**src/hdl/spq_pkg.sv**
```systemverilog
// ----------------------------------------------------------------------------
// Scored priority queue package
// Sizes, codes, score constants and the command word between front and back.
// ----------------------------------------------------------------------------
package spq_pkg;

  localparam int QUEUE_DEPTH = 16;
  localparam int TAG_BITS    = 8;

  localparam int TAG_PORT_W = 8;
  localparam int STAG_W     = (TAG_BITS < TAG_PORT_W) ? TAG_BITS : TAG_PORT_W;
  localparam int SCORE_W    = 7;
  localparam int COUNT_W    = 5;
  localparam int CNT_W      = $clog2(QUEUE_DEPTH + 1);
  localparam int FIFO_DEPTH = 2;

  localparam logic [1:0]         SEV_CRIT    = 2'd3;
  localparam logic [1:0]         SEV_URG     = 2'd2;
  localparam logic [SCORE_W-1:0] SCORE_CRIT  = 7'd50;
  localparam logic [SCORE_W-1:0] SCORE_URG   = 7'd30;
  localparam logic [SCORE_W-1:0] SCORE_NON   = 7'd10;
  localparam logic [SCORE_W-1:0] BONUS_HIGH  = 7'd10;
  localparam logic [SCORE_W-1:0] BONUS_LOW   = 7'd5;
  localparam logic [6:0]         AGE_OLD     = 7'd65;
  localparam logic [6:0]         AGE_YOUNG   = 7'd12;
  localparam logic [3:0]         PAIN_HIGH   = 4'd5;

  typedef enum logic {
    REQ_INSERT = 1'b0,
    REQ_POP    = 1'b1
  } spq_req_e;

  typedef enum logic [1:0] {
    ST_OK    = 2'd0,
    ST_EMPTY = 2'd1,
    ST_FULL  = 2'd2
  } spq_status_e;

  typedef enum logic [1:0] {
    CLS_CRIT = 2'd0,
    CLS_URG  = 2'd1,
    CLS_NON  = 2'd2
  } spq_class_e;

  typedef struct packed {
    logic               is_pop;
    logic [STAG_W-1:0]  tag;
    logic [SCORE_W-1:0] score;
    spq_class_e         cls;
  } spq_cmd_t;

  function automatic logic [TAG_PORT_W-1:0] tag_out(logic [STAG_W-1:0] t);
    logic [STAG_W+TAG_PORT_W-1:0] w;
    w = {{TAG_PORT_W{1'b0}}, t};
    return w[TAG_PORT_W-1:0];
  endfunction

  function automatic logic [COUNT_W-1:0] count_out(logic [CNT_W-1:0] c);
    logic [CNT_W+COUNT_W-1:0] w;
    w = {{COUNT_W{1'b0}}, c};
    return w[COUNT_W-1:0];
  endfunction

endpackage

```
**src/hdl/spq_if.sv**
```systemverilog
// ----------------------------------------------------------------------------
// Scored priority queue channels
// Request and response channels with valid/ready handshake.
// ----------------------------------------------------------------------------
interface spq_req_if;
  logic       valid;
  logic       ready;
  logic       req_type;
  logic [7:0] tag;
  logic [1:0] severity;
  logic [6:0] age;
  logic [3:0] pain_level;

  modport source (output valid, req_type, tag, severity, age, pain_level, input ready);
  modport sink   (input valid, req_type, tag, severity, age, pain_level, output ready);
endinterface

interface spq_rsp_if;
  logic       valid;
  logic       ready;
  logic [1:0] status;
  logic [7:0] out_tag;
  logic [6:0] out_score;
  logic [4:0] waiting_count;
  logic [4:0] critical_count;
  logic [4:0] urgent_count;
  logic [4:0] nonurgent_count;

  modport source (output valid, status, out_tag, out_score, waiting_count, critical_count,
                  urgent_count, nonurgent_count, input ready);
  modport sink   (input valid, status, out_tag, out_score, waiting_count, critical_count,
                  urgent_count, nonurgent_count, output ready);
endinterface

```
**src/hdl/spq_front.sv**
```systemverilog
// ----------------------------------------------------------------------------
// Scored priority queue front end
// Accepts request words, computes the score and class of inserts.
// ----------------------------------------------------------------------------
module spq_front (
  spq_req_if.sink          req_i,
  output logic             cmd_valid_o,
  output spq_pkg::spq_cmd_t cmd_o,
  input  logic             cmd_ready_i
);

  logic [spq_pkg::SCORE_W-1:0] base;
  logic [spq_pkg::SCORE_W-1:0] age_bonus;
  logic [spq_pkg::SCORE_W-1:0] pain_bonus;
  spq_pkg::spq_class_e         cls;

  always_comb begin
    priority if (req_i.severity == spq_pkg::SEV_CRIT) begin
      base = spq_pkg::SCORE_CRIT;
      cls  = spq_pkg::CLS_CRIT;
    end else if (req_i.severity == spq_pkg::SEV_URG) begin
      base = spq_pkg::SCORE_URG;
      cls  = spq_pkg::CLS_URG;
    end else begin
      base = spq_pkg::SCORE_NON;
      cls  = spq_pkg::CLS_NON;
    end

    priority if (req_i.age >= spq_pkg::AGE_OLD) begin
      age_bonus = spq_pkg::BONUS_HIGH;
    end else if (req_i.age <= spq_pkg::AGE_YOUNG) begin
      age_bonus = spq_pkg::BONUS_LOW;
    end else begin
      age_bonus = '0;
    end

    pain_bonus = (req_i.pain_level > spq_pkg::PAIN_HIGH) ? spq_pkg::BONUS_HIGH
                                                         : spq_pkg::BONUS_LOW;
  end

  assign cmd_o.is_pop = (req_i.req_type == spq_pkg::REQ_POP);
  assign cmd_o.tag    = req_i.tag[spq_pkg::STAG_W-1:0];
  assign cmd_o.score  = base + age_bonus + pain_bonus;
  assign cmd_o.cls    = cls;

  assign cmd_valid_o = req_i.valid;
  assign req_i.ready = cmd_ready_i;

endmodule

```
**src/hdl/spq_cmd_fifo.sv**
```systemverilog
// ----------------------------------------------------------------------------
// Scored priority queue command FIFO
// Short queue of classified command words between front and back.
// ----------------------------------------------------------------------------
module spq_cmd_fifo (
  input  logic              clk_i,
  input  logic              rst_ni,
  input  logic              in_valid_i,
  input  spq_pkg::spq_cmd_t in_cmd_i,
  output logic              in_ready_o,
  output logic              out_valid_o,
  output spq_pkg::spq_cmd_t out_cmd_o,
  input  logic              out_ready_i
);

  localparam int PTR_W = (spq_pkg::FIFO_DEPTH > 1) ? $clog2(spq_pkg::FIFO_DEPTH) : 1;
  localparam int FCNT_W = $clog2(spq_pkg::FIFO_DEPTH + 1);

  spq_pkg::spq_cmd_t mem_q [spq_pkg::FIFO_DEPTH];
  logic [PTR_W-1:0]  wr_ptr_q, wr_ptr_d;
  logic [PTR_W-1:0]  rd_ptr_q, rd_ptr_d;
  logic [FCNT_W-1:0] cnt_q, cnt_d;
  logic              push, pop;

  assign in_ready_o  = (cnt_q != FCNT_W'(spq_pkg::FIFO_DEPTH));
  assign out_valid_o = (cnt_q != '0);
  assign out_cmd_o   = mem_q[rd_ptr_q];
  assign push        = in_valid_i && in_ready_o;
  assign pop         = out_valid_o && out_ready_i;

  always_comb begin
    wr_ptr_d = wr_ptr_q;
    rd_ptr_d = rd_ptr_q;
    cnt_d    = cnt_q;
    if (push) begin
      wr_ptr_d = (wr_ptr_q == PTR_W'(spq_pkg::FIFO_DEPTH - 1)) ? '0 : wr_ptr_q + PTR_W'(1);
    end
    if (pop) begin
      rd_ptr_d = (rd_ptr_q == PTR_W'(spq_pkg::FIFO_DEPTH - 1)) ? '0 : rd_ptr_q + PTR_W'(1);
    end
    priority if (push && !pop) begin
      cnt_d = cnt_q + FCNT_W'(1);
    end else if (pop && !push) begin
      cnt_d = cnt_q - FCNT_W'(1);
    end
  end

  always_ff @(posedge clk_i or negedge rst_ni) begin
    if (!rst_ni) begin
      wr_ptr_q <= '0;
      rd_ptr_q <= '0;
      cnt_q    <= '0;
    end else begin
      wr_ptr_q <= wr_ptr_d;
      rd_ptr_q <= rd_ptr_d;
      cnt_q    <= cnt_d;
    end
  end

  always_ff @(posedge clk_i) begin
    if (push) begin
      mem_q[wr_ptr_q] <= in_cmd_i;
    end
  end

endmodule

```
**src/hdl/spq_back.sv**
```systemverilog
// ----------------------------------------------------------------------------
// Scored priority queue back end
// Sorted shift-register store; executes inserts and pops and registers words.
// ----------------------------------------------------------------------------
module spq_back (
  input  logic              clk_i,
  input  logic              rst_ni,
  input  logic              cmd_valid_i,
  input  spq_pkg::spq_cmd_t cmd_i,
  output logic              cmd_ready_o,
  spq_rsp_if.source         rsp_o
);

  localparam int D = spq_pkg::QUEUE_DEPTH;
  localparam int W = spq_pkg::CNT_W;

  typedef struct packed {
    spq_pkg::spq_status_e                status;
    logic [spq_pkg::STAG_W-1:0]          tag;
    logic [spq_pkg::SCORE_W-1:0]         score;
    logic [W-1:0]                        occ;
    logic [W-1:0]                        crit;
    logic [W-1:0]                        urg;
    logic [W-1:0]                        non;
  } spq_rsp_t;

  logic [spq_pkg::STAG_W-1:0]  slot_tag_q   [D];
  logic [spq_pkg::SCORE_W-1:0] slot_score_q [D];
  spq_pkg::spq_class_e         slot_cls_q   [D];
  logic [W-1:0]                occ_q, occ_d;
  logic [W-1:0]                cnt_q [3];
  logic [W-1:0]                cnt_d [3];
  logic [D-1:0]                keep;
  logic                        take, full, empty, do_ins, do_pop;
  logic                        rsp_valid_q;
  spq_rsp_t                    rsp_q, rsp_d;

  assign cmd_ready_o = !rsp_valid_q || rsp_o.ready;
  assign take        = cmd_valid_i && cmd_ready_o;
  assign full        = (occ_q == W'(D));
  assign empty       = (occ_q == '0);
  assign do_ins      = take && !cmd_i.is_pop && !full;
  assign do_pop      = take && cmd_i.is_pop && !empty;

  for (genvar g = 0; g < D; g++) begin : g_slot
    assign keep[g] = (W'(g) < occ_q) && (slot_score_q[g] >= cmd_i.score);

    always_ff @(posedge clk_i) begin
      if (do_ins && !keep[g]) begin
        if (g == 0) begin
          slot_tag_q[g]   <= cmd_i.tag;
          slot_score_q[g] <= cmd_i.score;
          slot_cls_q[g]   <= cmd_i.cls;
        end else if (keep[(g > 0) ? g - 1 : 0]) begin
          slot_tag_q[g]   <= cmd_i.tag;
          slot_score_q[g] <= cmd_i.score;
          slot_cls_q[g]   <= cmd_i.cls;
        end else begin
          slot_tag_q[g]   <= slot_tag_q[(g > 0) ? g - 1 : 0];
          slot_score_q[g] <= slot_score_q[(g > 0) ? g - 1 : 0];
          slot_cls_q[g]   <= slot_cls_q[(g > 0) ? g - 1 : 0];
        end
      end else if (do_pop && (g < D - 1)) begin
        slot_tag_q[g]   <= slot_tag_q[(g < D - 1) ? g + 1 : g];
        slot_score_q[g] <= slot_score_q[(g < D - 1) ? g + 1 : g];
        slot_cls_q[g]   <= slot_cls_q[(g < D - 1) ? g + 1 : g];
      end
    end
  end

  always_comb begin
    occ_d = occ_q;
    cnt_d = cnt_q;
    if (do_ins) begin
      occ_d            = occ_q + W'(1);
      cnt_d[cmd_i.cls] = cnt_q[cmd_i.cls] + W'(1);
    end
    if (do_pop) begin
      occ_d                = occ_q - W'(1);
      cnt_d[slot_cls_q[0]] = cnt_q[slot_cls_q[0]] - W'(1);
    end

    rsp_d.status = spq_pkg::ST_OK;
    rsp_d.tag    = cmd_i.tag;
    rsp_d.score  = cmd_i.score;
    if (cmd_i.is_pop) begin
      if (empty) begin
        rsp_d.status = spq_pkg::ST_EMPTY;
        rsp_d.tag    = '0;
        rsp_d.score  = '0;
      end else begin
        rsp_d.tag    = slot_tag_q[0];
        rsp_d.score  = slot_score_q[0];
      end
    end else if (full) begin
      rsp_d.status = spq_pkg::ST_FULL;
    end
    rsp_d.occ  = occ_d;
    rsp_d.crit = cnt_d[spq_pkg::CLS_CRIT];
    rsp_d.urg  = cnt_d[spq_pkg::CLS_URG];
    rsp_d.non  = cnt_d[spq_pkg::CLS_NON];
  end

  always_ff @(posedge clk_i or negedge rst_ni) begin
    if (!rst_ni) begin
      occ_q       <= '0;
      cnt_q[0]    <= '0;
      cnt_q[1]    <= '0;
      cnt_q[2]    <= '0;
      rsp_valid_q <= 1'b0;
    end else begin
      occ_q <= occ_d;
      cnt_q <= cnt_d;
      if (take) begin
        rsp_valid_q <= 1'b1;
      end else if (rsp_o.ready) begin
        rsp_valid_q <= 1'b0;
      end
    end
  end

  always_ff @(posedge clk_i) begin
    if (take) begin
      rsp_q <= rsp_d;
    end
  end

  assign rsp_o.valid           = rsp_valid_q;
  assign rsp_o.status          = rsp_q.status;
  assign rsp_o.out_tag         = spq_pkg::tag_out(rsp_q.tag);
  assign rsp_o.out_score       = rsp_q.score;
  assign rsp_o.waiting_count   = spq_pkg::count_out(rsp_q.occ);
  assign rsp_o.critical_count  = spq_pkg::count_out(rsp_q.crit);
  assign rsp_o.urgent_count    = spq_pkg::count_out(rsp_q.urg);
  assign rsp_o.nonurgent_count = spq_pkg::count_out(rsp_q.non);

endmodule

```
**src/hdl/scored_priority_queue.sv**
```systemverilog
// Request words are held in the command FIFO and responses in the response register.
// Throughput: one request word per cycle unless stalled; the sorted store is updated
// by per-slot compare and shift, and the response register frees as it is taken.
// Reset: asynchronous, active low; the queue is empty and all counts are zero at once.
// ----------------------------------------------------------------------------
// Scored priority queue
// Front end classifies requests, a command FIFO decouples it from the sorted store.
// ----------------------------------------------------------------------------
module scored_priority_queue (
  input  logic      clk_i,
  input  logic      rst_ni,
  spq_req_if.sink   req_i,
  spq_rsp_if.source rsp_o
);

  logic              f_valid, f_ready;
  spq_pkg::spq_cmd_t f_cmd;
  logic              b_valid, b_ready;
  spq_pkg::spq_cmd_t b_cmd;

  spq_front u_front (
    .req_i       (req_i),
    .cmd_valid_o (f_valid),
    .cmd_o       (f_cmd),
    .cmd_ready_i (f_ready)
  );

  spq_cmd_fifo u_fifo (
    .clk_i       (clk_i),
    .rst_ni      (rst_ni),
    .in_valid_i  (f_valid),
    .in_cmd_i    (f_cmd),
    .in_ready_o  (f_ready),
    .out_valid_o (b_valid),
    .out_cmd_o   (b_cmd),
    .out_ready_i (b_ready)
  );

  spq_back u_back (
    .clk_i       (clk_i),
    .rst_ni      (rst_ni),
    .cmd_valid_i (b_valid),
    .cmd_i       (b_cmd),
    .cmd_ready_o (b_ready),
    .rsp_o       (rsp_o)
  );

endmodule

```
**src/flat_wrapper.sv**
```systemverilog
// flat-port wrapper written by rule: the top's interface ports become plain ports
module scored_priority_queue_flat 
  (clk_i, rst_ni, req_i_valid, req_i_req_type, req_i_tag, req_i_severity, req_i_age, req_i_pain_level, req_i_ready, rsp_o_valid, rsp_o_status, rsp_o_out_tag, rsp_o_out_score, rsp_o_waiting_count, rsp_o_critical_count, rsp_o_urgent_count, rsp_o_nonurgent_count, rsp_o_ready);
  spq_req_if req_i_i ();
  spq_rsp_if rsp_o_i ();
  input  logic clk_i;
  input  logic rst_ni;
  input wire logic [$bits(req_i_i.valid)-1:0] req_i_valid;
  input wire logic [$bits(req_i_i.req_type)-1:0] req_i_req_type;
  input wire logic [$bits(req_i_i.tag)-1:0] req_i_tag;
  input wire logic [$bits(req_i_i.severity)-1:0] req_i_severity;
  input wire logic [$bits(req_i_i.age)-1:0] req_i_age;
  input wire logic [$bits(req_i_i.pain_level)-1:0] req_i_pain_level;
  output wire logic [$bits(req_i_i.ready)-1:0] req_i_ready;
  output wire logic [$bits(rsp_o_i.valid)-1:0] rsp_o_valid;
  output wire logic [$bits(rsp_o_i.status)-1:0] rsp_o_status;
  output wire logic [$bits(rsp_o_i.out_tag)-1:0] rsp_o_out_tag;
  output wire logic [$bits(rsp_o_i.out_score)-1:0] rsp_o_out_score;
  output wire logic [$bits(rsp_o_i.waiting_count)-1:0] rsp_o_waiting_count;
  output wire logic [$bits(rsp_o_i.critical_count)-1:0] rsp_o_critical_count;
  output wire logic [$bits(rsp_o_i.urgent_count)-1:0] rsp_o_urgent_count;
  output wire logic [$bits(rsp_o_i.nonurgent_count)-1:0] rsp_o_nonurgent_count;
  input wire logic [$bits(rsp_o_i.ready)-1:0] rsp_o_ready;
  assign req_i_i.valid = req_i_valid;
  assign req_i_i.req_type = req_i_req_type;
  assign req_i_i.tag = req_i_tag;
  assign req_i_i.severity = req_i_severity;
  assign req_i_i.age = req_i_age;
  assign req_i_i.pain_level = req_i_pain_level;
  assign req_i_ready = req_i_i.ready;
  assign rsp_o_valid = rsp_o_i.valid;
  assign rsp_o_status = rsp_o_i.status;
  assign rsp_o_out_tag = rsp_o_i.out_tag;
  assign rsp_o_out_score = rsp_o_i.out_score;
  assign rsp_o_waiting_count = rsp_o_i.waiting_count;
  assign rsp_o_critical_count = rsp_o_i.critical_count;
  assign rsp_o_urgent_count = rsp_o_i.urgent_count;
  assign rsp_o_nonurgent_count = rsp_o_i.nonurgent_count;
  assign rsp_o_i.ready = rsp_o_ready;
  scored_priority_queue u_core (.clk_i(clk_i), .rst_ni(rst_ni), .req_i(req_i_i), .rsp_o(rsp_o_i));
endmodule
```
**config.mk**
```make
export PLATFORM = sky130hd
export DESIGN_NAME = scored_priority_queue_flat
export DESIGN_NICKNAME = d
export VERILOG_FILES = /design/src/hdl/spq_pkg.sv /design/src/hdl/spq_if.sv /design/src/hdl/spq_front.sv /design/src/hdl/spq_cmd_fifo.sv /design/src/hdl/spq_back.sv /design/src/hdl/scored_priority_queue.sv /design/src/flat_wrapper.sv
export SDC_FILE = /design/constraint.sdc
export NUM_CORES = 1
export LEC_CHECK = 0
export ABC_CLOCK_PERIOD_IN_PS = 7000
export BUFFER_PORTS_ARGS = -buffer_cell sky130_fd_sc_hd__buf_4
export CORE_UTILIZATION = 35
export CTS_BUF_LIST = sky130_fd_sc_hd__clkbuf_2
export DETAILED_ROUTE_END_ITERATION = 8
export SETUP_SLACK_MARGIN = 0.4
export SLEW_MARGIN = 20
export SYNTH_ARGS = -nofsm -noshare
export SYNTH_HDL_FRONTEND = slang
export SYNTH_SLANG_ARGS = --single-unit
export TNS_END_PERCENT = 1
```
**constraint.sdc**
```tcl
create_clock -name clk_i -period 7 [get_ports clk_i]
set_input_delay 1.05 -clock clk_i [delete_from_list [all_inputs] [get_ports clk_i]]
set_output_delay 1.05 -clock clk_i [all_outputs]
set_load 0.005 [all_outputs]
```
==> flow_metrics.py, run 1 <==
metrics = {
    "synthesis": {
        "ys_warn_count": 0,
        "postSynthAreaPerCell_sq_um": 11.3,
        "syn_inst": 1764,
        "async_flop_share": 0.0676,
        "ys_types": 67,
        "synth-seq-cells": 370,
        "yosysSeqAreaShare": 0.550,
        "synth-main-ff-cell": "edfxtp_1",
        "synthesis.area_sq_um": 20000,
        "synth_nets": 1917,
        "synth_edf_count": 345,
    },
    "layout": {
        "fin_nets": 2001,
        "mostFrequentLayoutCells": "edfxtp_1, nor2_1, a21oi_1",
        "fin_area_sq_um": 22000,
        "final_common_cell": "edfxtp_1",
        "layoutNonFillerInstCount": 2677,
        "drive_gt1_frac": 0.176,
        "areaGrowthSynthToFinish_pct": 10.3,
    },
    "grt": {
        "grt_use_total": 0.186,
        "grt_first_pass_wirelength_mm": 83.4,
        "antenna_found_initial": 2,
        "grt_pass1_vias": 14300,
        "overflow": 0,
        "grt_max_degree": 173,
    },
    "sta": {
        "rsz0062_at_grt": "false",
        "timing.fmax_mhz": 214,
        "setup_viol": 0,
        "clock_skew_ns": 0.0728,
        "tns_ns": 0,
        "max_slew_margin": 0.273,
        "period_minus_slack_ns": 4.68,
        "hold_violations": 0,
        "worst_hold_slack_ns": 0.172,
        "fin_crit_sh": 0.668,
        "worst_pin_slew_ns": 1.09,
        "slew_viol_final": 0,
    },
    "route": {
        "ant_nets": 0,
        "drc": 0,
        "routed_wl_mm": 53.4,
        "route.vias.total": 14900,
        "wire_per_inst_um": 19.9,
        "vias_per_cell": 5.55,
        "firstDrtPassIters": 6,
        "dr.first_iter.drc_count": 1352,
    },
    "cts": {
        "clk_latency_ns": 1.06,
        "cts_buffers": 98,
        "clockRootBuffer": "clkbuf_2",
        "cts_num_sinks": 370,
        "cts_tree": "built",
        "htreeDepth": 3,
        "ctsLongestPathBuffers": 3,
        "clkTransAtPathRegs_ns": 0.10,
    },
    "status": {
        "status": "complete, no violations",
    },
    "placement": {
        "place.gp.congestion": 0.869,
        "place_inst": 2503,
        "place_area_sq_um": 21100,
        "io_buffers": 63,
        "dp.final_hpwl_mm": 37.3,
    },
    "setup_path": {
        "end_kind": "register",
        "worstPathMaxFanout": 28,
        "cp-start-kind": "register",
        "arrival_ns": 5.47,
        "required_ns": 7.80,
        "critPathKind": "register to register",
    },
    "floorplan": {
        "die_x_um": 241,
        "rows": 87,
        "io_pins": 65,
        "dieArea_sq_um": 58000,
        "initial_core_util": 0.354,
        "coreArea_sq_um": 56400,
        "die_h_um": 241,
    },
    "min_path": {
        "hp-class": "input port to register",
    },
    "flow_run": {
        "max-cap-violations": 0,
    },
}
[critical path: stages (launching register included)]
cell	delay (ns)
dfrtp_1	0.37
buf_4	0.39
mux2_2	0.48
inv_1	0.64
ha_1	0.39
nor2b_1	0.14
o21ai_0	0.17
o211a_1	0.74
nor2b_4	0.74
mux2_2	0.41
[sequential cells by signal (all words and copies together), names as in the netlist]
register and flops:
u_core.u_back.cnt_q 15, u_core.u_back.occ_q 5, u_core.u_back.rsp_o.critical_count 5, u_core.u_back.rsp_o.nonurgent_count 5, u_core.u_back.rsp_o.out_score 7, u_core.u_back.rsp_o.out_tag 8, u_core.u_back.rsp_o.status 2, u_core.u_back.rsp_o.urgent_count 5
u_core.u_back.rsp_o.valid 1, u_core.u_back.rsp_o.waiting_count 5, u_core.u_back.slot_cls_q 32, u_core.u_back.slot_score_q 112, u_core.u_back.slot_tag_q 128, u_core.u_fifo.cnt_q 2, u_core.u_fifo.mem_q 36, u_core.u_fifo.rd_ptr_q 1
u_core.u_fifo.wr_ptr_q 1
[layout make-up]
| class | instances | area [sq um] |
|---|---|---|
| diodes | 1 | 2.50 |
| clock buffers | 148 | 741 |
| clock inverters | 24 | 160 |
| fillers | 5558 | 34400 |
| inverters | 54 | 203 |
| multi-input cells | 1223 | 8230 |
| flip-flops and latches | 370 | 11000 |
| well taps | 756 | 946 |
| repair buffers | 101 | 773 |
[timing repair]
action,4_1_cts,5_1_grt
buffers inserted,0,0
hold buffers,1,0
hold endpoints to repair,25,0
gates resized for setup,0,0
[cell usage after synthesis (13+ instances only)]
cell type / count / area, sq um
ha_1: 124 / 1550
nor2b_1: 14 / 87.6
clkbuf_1: 34 / 128
nor3_1: 28 / 140
nand3_1: 18 / 90.1
o221ai_1: 15 / 131
inv_1: 54 / 203
o22ai_1: 86 / 538
o21ai_0: 65 / 325
a21oi_1: 171 / 856
mux2_2: 25 / 282
mux2i_1: 41 / 410
a22oi_1: 13 / 97.6
nand2_1: 83 / 312
o31ai_1: 16 / 120
nor2_1: 253 / 950
edfxtp_1: 345 / 10400
dfrtp_1: 25 / 626
buf_2: 69 / 345
nand2b_1: 14 / 87.6
a211oi_1: 86 / 646
[metrics by stage]
step / util / worst slack [ns]
detailed placement: 0.375 / 2.27
floorplan: - / 2.55
finish: 0.391 / 2.32
global placement: 0.375 / 2.33
global route: 0.391 / 2.06
CTS: 0.391 / 2.31
[routing by layer]
layer | track usage | routed length [um] | up-vias
met2 | 0.294 | 24600 | 563
met5 | 0 | 0 | -
met3 | 0.0351 | 3620 | 76
met1 | 0.247 | 23200 | 7255
li1 | - | - | 6974
met4 | 0.0846 | 1900 | 0
[path summary, 6_finish.rpt]
check                      slack (ns)                              end                   start  cells after the start
min                              0.17       u_core.u_fifo.mem_q[0][13]            req_i_tag[4]                      1
min in group asynchronous        0.44          u_core.u_back.cnt_q[14]                  rst_ni                      2
max in group asynchronous        6.23           u_core.u_back.occ_q[3]                  rst_ni                      2
max reg2reg                      2.32  u_core.u_back.slot_tag_q[1][63]  u_core.u_fifo.rd_ptr_q                      9
min reg2reg                      0.49           u_core.u_fifo.cnt_q[1]  u_core.u_fifo.cnt_q[1]                      1
max                              2.32  u_core.u_back.slot_tag_q[1][63]  u_core.u_fifo.rd_ptr_q                      9
[logic make-up (layout without fill, tap and decap cells)]
logic type | Yosys count | after routing | share of synthesized area
adders and majority gates | 127 | 127 | 0.0807
AOI/OAI and AO/OA | 552 | 552 | 0.182
muxes | 77 | 77 | 0.0429
and+or+nand+nor | 449 | 449 | 0.0977
xor gates and xnor gates | 18 | 18 | 0.00789
other | 0 | 1 | 0
DFF | 370 | 370 | 0.550
buffers and inverters | 171 | 327 | 0.0391
Power of run 1 is left out: the tool's default activity adds up to more than one toggle a clock period on the data nets, which glitch-free logic cannot reach.
==> run 2, diff against run 1 <==
--- a/config.mk
+++ b/config.mk
@@ -5,7 +5,7 @@
 export SDC_FILE = /design/constraint.sdc
 export NUM_CORES = 1
 export LEC_CHECK = 0
-export ABC_CLOCK_PERIOD_IN_PS = 7000
+export ABC_CLOCK_PERIOD_IN_PS = 4650
 export BUFFER_PORTS_ARGS = -buffer_cell sky130_fd_sc_hd__buf_4
 export CORE_UTILIZATION = 35
 export CTS_BUF_LIST = sky130_fd_sc_hd__clkbuf_2
==> constraint.sdc (replaced) <==
create_clock -name clk_i -period 4.65 [get_ports clk_i]
set_input_delay 0.6975 -clock clk_i [delete_from_list [all_inputs] [get_ports clk_i]]
set_output_delay 0.6975 -clock clk_i [all_outputs]
set_load 0.005 [all_outputs]
==> flow_metrics.py, run 2 (synthesis gave the netlist of run 1 again) <==
metrics = {
    "status": {
        "status": "complete, no violations",
    },
    "cts": {
        "htreeDepth": 3,
        "ctsLongestPathBuffers": 3,
        "clk_latency_ns": 1.06,
        "cts_buffers": 98,
        "clkTransAtPathRegs_ns": 0.09,
        "cts_num_sinks": 370,
        "post_cts_buffers": 0,
        "clockRootBuffer": "clkbuf_2",
        "cts_tree": "built",
    },
    "sta": {
        "slew_viol_final": 0,
        "max_slew_margin": 0.244,
        "tns_ns": 0,
        "period_minus_slack_ns": 4.01,
        "setup_viol": 0,
        "rsz0062_at_grt": "false",
        "hold_violations": 0,
        "timing.fmax_mhz": 249,
        "worst_pin_slew_ns": 1.13,
        "fin_crit_sh": 0.863,
        "clock_skew_ns": 0.0946,
    },
    "route": {
        "routed_wl_mm": 53.9,
        "drc": 0,
        "ant_nets": 0,
        "dr.first_iter.drc_count": 1237,
        "firstDrtPassIters": 5,
        "route.vias.total": 14900,
        "wire_per_inst_um": 19.8,
        "vias_per_cell": 5.50,
    },
    "layout": {
        "mostFrequentLayoutCells": "edfxtp_1, nor2_1, a21oi_1",
        "drive_gt1_frac": 0.180,
        "regMostFlops": "u_core.u_back.slot_tag_q",
        "fin_nets": 2034,
        "reg_top3": "u_core.u_back.slot_tag_q x128, u_core.u_back.slot_score_q x112, u_core.u_fifo.mem_q x36",
        "fill_cells": 5580,
        "final_common_cell": "edfxtp_1",
        "areaGrowthSynthToFinish_pct": 11.8,
        "largest_reg_flops": 128,
    },
    "floorplan": {
        "dieArea_sq_um": 58000,
        "coreArea_sq_um": 56400,
        "initial_core_util": 0.354,
        "io_pins": 65,
        "rows": 87,
        "die_h_um": 241,
        "die_x_um": 241,
    },
    "setup_path": {
        "worstPathMaxFanout": 21,
        "worst-path-buf-inv": 3,
        "arrival_ns": 4.78,
        "max_stage_delay_ns": 0.72,
        "end_kind": "register",
        "path_cells": "buf_4 -> mux2_2 -> inv_1 -> buf_4 -> ha_1 -> a21oi_1 -> o21ai_0 -> a21oi_1 -> o21ai_2 -> or2_1 -> a211oi_1",
        "slowest_stage": "o21ai_2",
        "critPathKind": "register to register",
        "required_ns": 5.42,
        "critical-path-top-delay-family": "compound AO/OA/AOI/OAI gates",
        "cp-start-kind": "register",
    },
    "placement": {
        "place.gp.congestion": 0.869,
        "dp.final_hpwl_mm": 38.5,
        "io_buffers": 63,
    },
    "grt": {
        "overflow": 0,
        "grt_use_total": 0.188,
        "grt_pass1_vias": 14500,
        "grt_max_degree": 117,
        "antenna_found_initial": 1,
        "grt_first_pass_wirelength_mm": 83.9,
    },
    "flow_run": {
        "max-cap-violations": 0,
    },
    "min_path": {
        "hp-class": "input port to register",
    },
}
[run 2: cell types whose count changed in the layout (fill, tap and decap cells not counted), moves of 2 or more]
cell | previous run | this run
buf_12 | 1 | 4
clkinv_4 | 2 | 0
buf_4 | 99 | 114
clkinv_1 | 15 | 23
clkbuf_2 | 148 | 145
dlygate4sd3_1 | 1 | 16
[run 2: stage by stage]
stage	utilization	setup WS (ns)	area, sq um	instances	hold WS, ns
2_1_floorplan	-	0.242	20000	1764	0.402
6_report	0.396	0.639	22300	2714	0.202
5_1_grt	0.396	0.442	22300	2713	0.131
3_5_place_dp	0.378	0.384	21300	2521	0.487
3_3_place_gp	0.378	0.536	21300	2521	0.471
4_1_cts	0.396	0.421	22300	2712	0.0663
[run 2: what timing repair did]
| action | in CTS | in global routing |
|---|---|---|
| resized for setup | 0 | 2 |
| hold buffers | 16 | 0 |
| endpoints found under the hold margin | 49 | 0 |
| setup endpoints to repair | 0 | 16 |
[run 2: final timing paths]
check	from	to	slack (ns)	depth (start not counted)
worst max-delay path	u_core.u_fifo.rd_ptr_q	u_core.u_back.slot_score_q[1][48]	0.64	11
worst min-delay path	req_i_age[6]	u_core.u_fifo.mem_q[1][2]	0.20	3
worst max register to register	u_core.u_fifo.rd_ptr_q	u_core.u_back.slot_score_q[1][48]	0.64	11
worst min register to register	u_core.u_fifo.cnt_q[1]	u_core.u_fifo.cnt_q[1]	0.50	1
max in group asynchronous	rst_ni	u_core.u_back.cnt_q[5]	3.06	4
min in group asynchronous	rst_ni	u_core.u_back.cnt_q[12]	0.66	3
[run 2: area by class of cell]
type / count / area, sq um / share of cell area
sequential: 370 / 11000 / 0.492
multi-input combinational: 1223 / 8230 / 0.368
timing repair buffer: 134 / 1100 / 0.0491
tap: 756 / 946 / 0.0423
clock buffer: 145 / 726 / 0.0325
inverter: 54 / 203 / 0.00907
clock inverter: 30 / 150 / 0.00672
antenna: 2 / 5.00 / 0.000224
[run 2: worst register-to-register path: cells and delay by family (launching register included)]
family	cells	cell delay (ns)
compound gates	5	1.19
buf+inv	3	0.83
simple gates	1	0.70
mux	1	0.48
flops	1	0.45
fa+ha+maj	1	0.15
[run 2: metal layers]
layer  wire (um)  GRT usage  vias to the layer above
met3        3810     0.0317                       92
met4        1930     0.0846                        0
li1            -          -                     7024
met2       24800      0.296                      601
met5           0          0                        -
met1       23300      0.253                     7220
Power of run 2 is left out for the same reason.
==> run 3, diff against run 2 <==
--- a/config.mk
+++ b/config.mk
@@ -14,5 +14,6 @@
 export SLEW_MARGIN = 20
 export SYNTH_ARGS = -nofsm -noshare
 export SYNTH_HDL_FRONTEND = slang
+export SYNTH_HIERARCHICAL = 1
 export SYNTH_SLANG_ARGS = --single-unit
 export TNS_END_PERCENT = 1
==> flow_metrics.py, run 3 <==
metrics = {
    "sta": {
        "hold_violations": 0,
        "rsz0062_at_grt": "true",
        "tns_ns": 0,
        "setup_viol": 0,
        "period_minus_slack_ns": 4.05,
        "worst_pin_slew_ns": 1.02,
        "clock_skew_ns": 0.116,
        "fin_crit_sh": 0.871,
        "slew_viol_final": 0,
        "timing.fmax_mhz": 247,
        "max_slew_margin": 0.319,
    },
    "synthesis": {
        "synth-main-ff-cell": "edfxtp_1",
        "yosys-top-cells-count": "edfxtp_1, a221o_1, ha_1",
        "synth-seq-cells": 370,
        "async_flop_share": 0.0676,
        "synthesis.area_sq_um": 20300,
        "synth_edf_count": 345,
        "yosysMostFrequentCell": "edfxtp_1",
        "synth_area_leaders": "edfxtp_1, a221o_1, ha_1, dfrtp_1, a21oi_1",
        "postSynthAreaPerCell_sq_um": 12.2,
        "synth_top_area_share": 0.511,
        "ys_types": 74,
        "ys_warn_count": 6,
        "yosysSeqAreaShare": 0.542,
        "syn_inst": 1665,
        "synth_nets": 1819,
        "synth_area_leader_cell": "edfxtp_1",
    },
    "route": {
        "vias_per_cell": 5.74,
        "wire_per_inst_um": 22.0,
        "firstDrtPassIters": 5,
        "drc": 0,
        "routed_wl_mm": 57.5,
        "ant_nets": 0,
        "dr.first_iter.drc_count": 1163,
        "route.vias.total": 15000,
    },
    "cts": {
        "htreeDepth": 3,
        "cts_tree": "built",
        "ctsLongestPathBuffers": 3,
        "clkTransAtPathRegs_ns": 0.09,
        "clockRootBuffer": "clkbuf_2",
        "cts_buffers": 100,
        "cts_num_sinks": 370,
        "post_cts_buffers": 0,
        "clk_latency_ns": 1.12,
    },
    "floorplan": {
        "dieArea_sq_um": 58900,
        "initial_core_util": 0.357,
        "coreArea_sq_um": 56800,
        "io_pins": 65,
        "die_h_um": 243,
        "die_x_um": 243,
        "rows": 87,
    },
    "layout": {
        "fin_util": 0.400,
        "drive_gt1_frac": 0.191,
        "fin_nets": 1926,
        "seq_area_sq_um": 11000,
        "multiInputGateArea_sq_um": 8490,
        "areaGrowthSynthToFinish_pct": 12.0,
        "largest_reg_flops": 128,
        "final_common_cell": "edfxtp_1",
        "reg_top3": "u_core/u_back/slot_tag_q x128, u_core/u_back/slot_score_q x112, u_core/u_fifo/mem_q x36",
        "regMostFlops": "u_core/u_back/slot_tag_q",
        "fill_cells": 5469,
        "mostFrequentLayoutCells": "edfxtp_1, a221o_1, clkbuf_2",
    },
    "setup_path": {
        "required_ns": 5.53,
        "critPathKind": "register to register",
        "end_kind": "register",
        "cp-start-kind": "register",
        "arrival_ns": 4.93,
        "worstPathMaxFanout": 17,
        "r2r_cells": 9,
    },
    "min_path": {
        "holdPathStages": 3,
        "hp-class": "input port to register",
    },
    "grt": {
        "overflow": 0,
        "grt_first_pass_wirelength_mm": 88.9,
        "antenna_found_initial": 1,
        "grt_pass1_vias": 15500,
        "grt_use_total": 0.193,
        "grt_max_degree": 102,
    },
    "flow_run": {
        "max-cap-violations": 0,
    },
    "placement": {
        "io_buffers": 63,
        "dp.final_hpwl_mm": 40.8,
        "place.gp.congestion": 0.851,
    },
    "status": {
        "status": "complete, no violations",
    },
}
run 3: final timing paths:
check | from | endpoint | slack [ns]
max reg2reg | u_core/u_fifo/rd_ptr_q | u_core/u_back/slot_score_q[1][32] | 0.60
min reg2reg | u_core/u_fifo/cnt_q[1] | u_core/u_fifo/cnt_q[1] | 0.49
max in group asynchronous | rst_ni | u_core/u_fifo/cnt_q[1] | 3.84
max | u_core/u_fifo/rd_ptr_q | u_core/u_back/slot_score_q[1][32] | 0.60
min in group asynchronous | rst_ni | u_core/u_back/occ_q[0] | 0.59
min | req_i_pain_level[3] | u_core/u_fifo/mem_q[0][2] | 0.27
run 3: logic make-up (layout without fill, tap and decap cells):
group	Yosys count	after routing	share of synthesized area
flops	370	370	0.542
other cells	0	1	0
fa+ha+maj	128	128	0.0801
compound gates	556	556	0.209
mux	52	52	0.0295
xor+xnor	18	18	0.00777
simple gates	357	357	0.0901
buf+inv	184	370	0.0419
run 3: worst max-delay path: stages (launching register included):
cell and delay, ns:
dfrtp_1 0.50, buf_4 0.26, mux2_4 0.39, inv_1 0.59
ha_1 0.28, nand3_1 0.09, or3_1 0.37, a21o_1 0.26
a31oi_2 0.85, a221o_1 0.28
run 3: layer usage:
layer  wire (um)  GRT usage  vias up
met5           0          0        -
met4        1870     0.0866        0
met3        3140     0.0324      120
met2       27000      0.309      567
met1       25400      0.255     7393
li1            -          -     6879
run 3: metrics by stage:
stage          area, sq um  instances  hold slack [ns]  setup WS [ns]
3_5_place_dp         21600       2410            0.476          0.575
3_3_place_gp         21600       2410            0.473          0.591
6_report             22700       2608            0.266          0.598
2_1_floorplan        20300       1665            0.402          0.458
4_1_cts              22700       2607            0.135          0.507
5_1_grt              22700       2608            0.215          0.366
run 3: what timing repair did:
item	CTS	global route
hold buffers	16	0
resized for setup	0	2
hold endpoints to repair	51	0
setup endpoints to repair	0	22
run 3: layout make-up:
cell class,count,share of cell area
multi-input combinational,1111,0.374
clock buffer,147,0.0324
clock inverter,34,0.00947
tap,756,0.0416
inverter,42,0.00694
timing repair buffer,147,0.0524
sequential,370,0.483
antenna,1,0.000110
Power of run 3 is left out for the same reason.
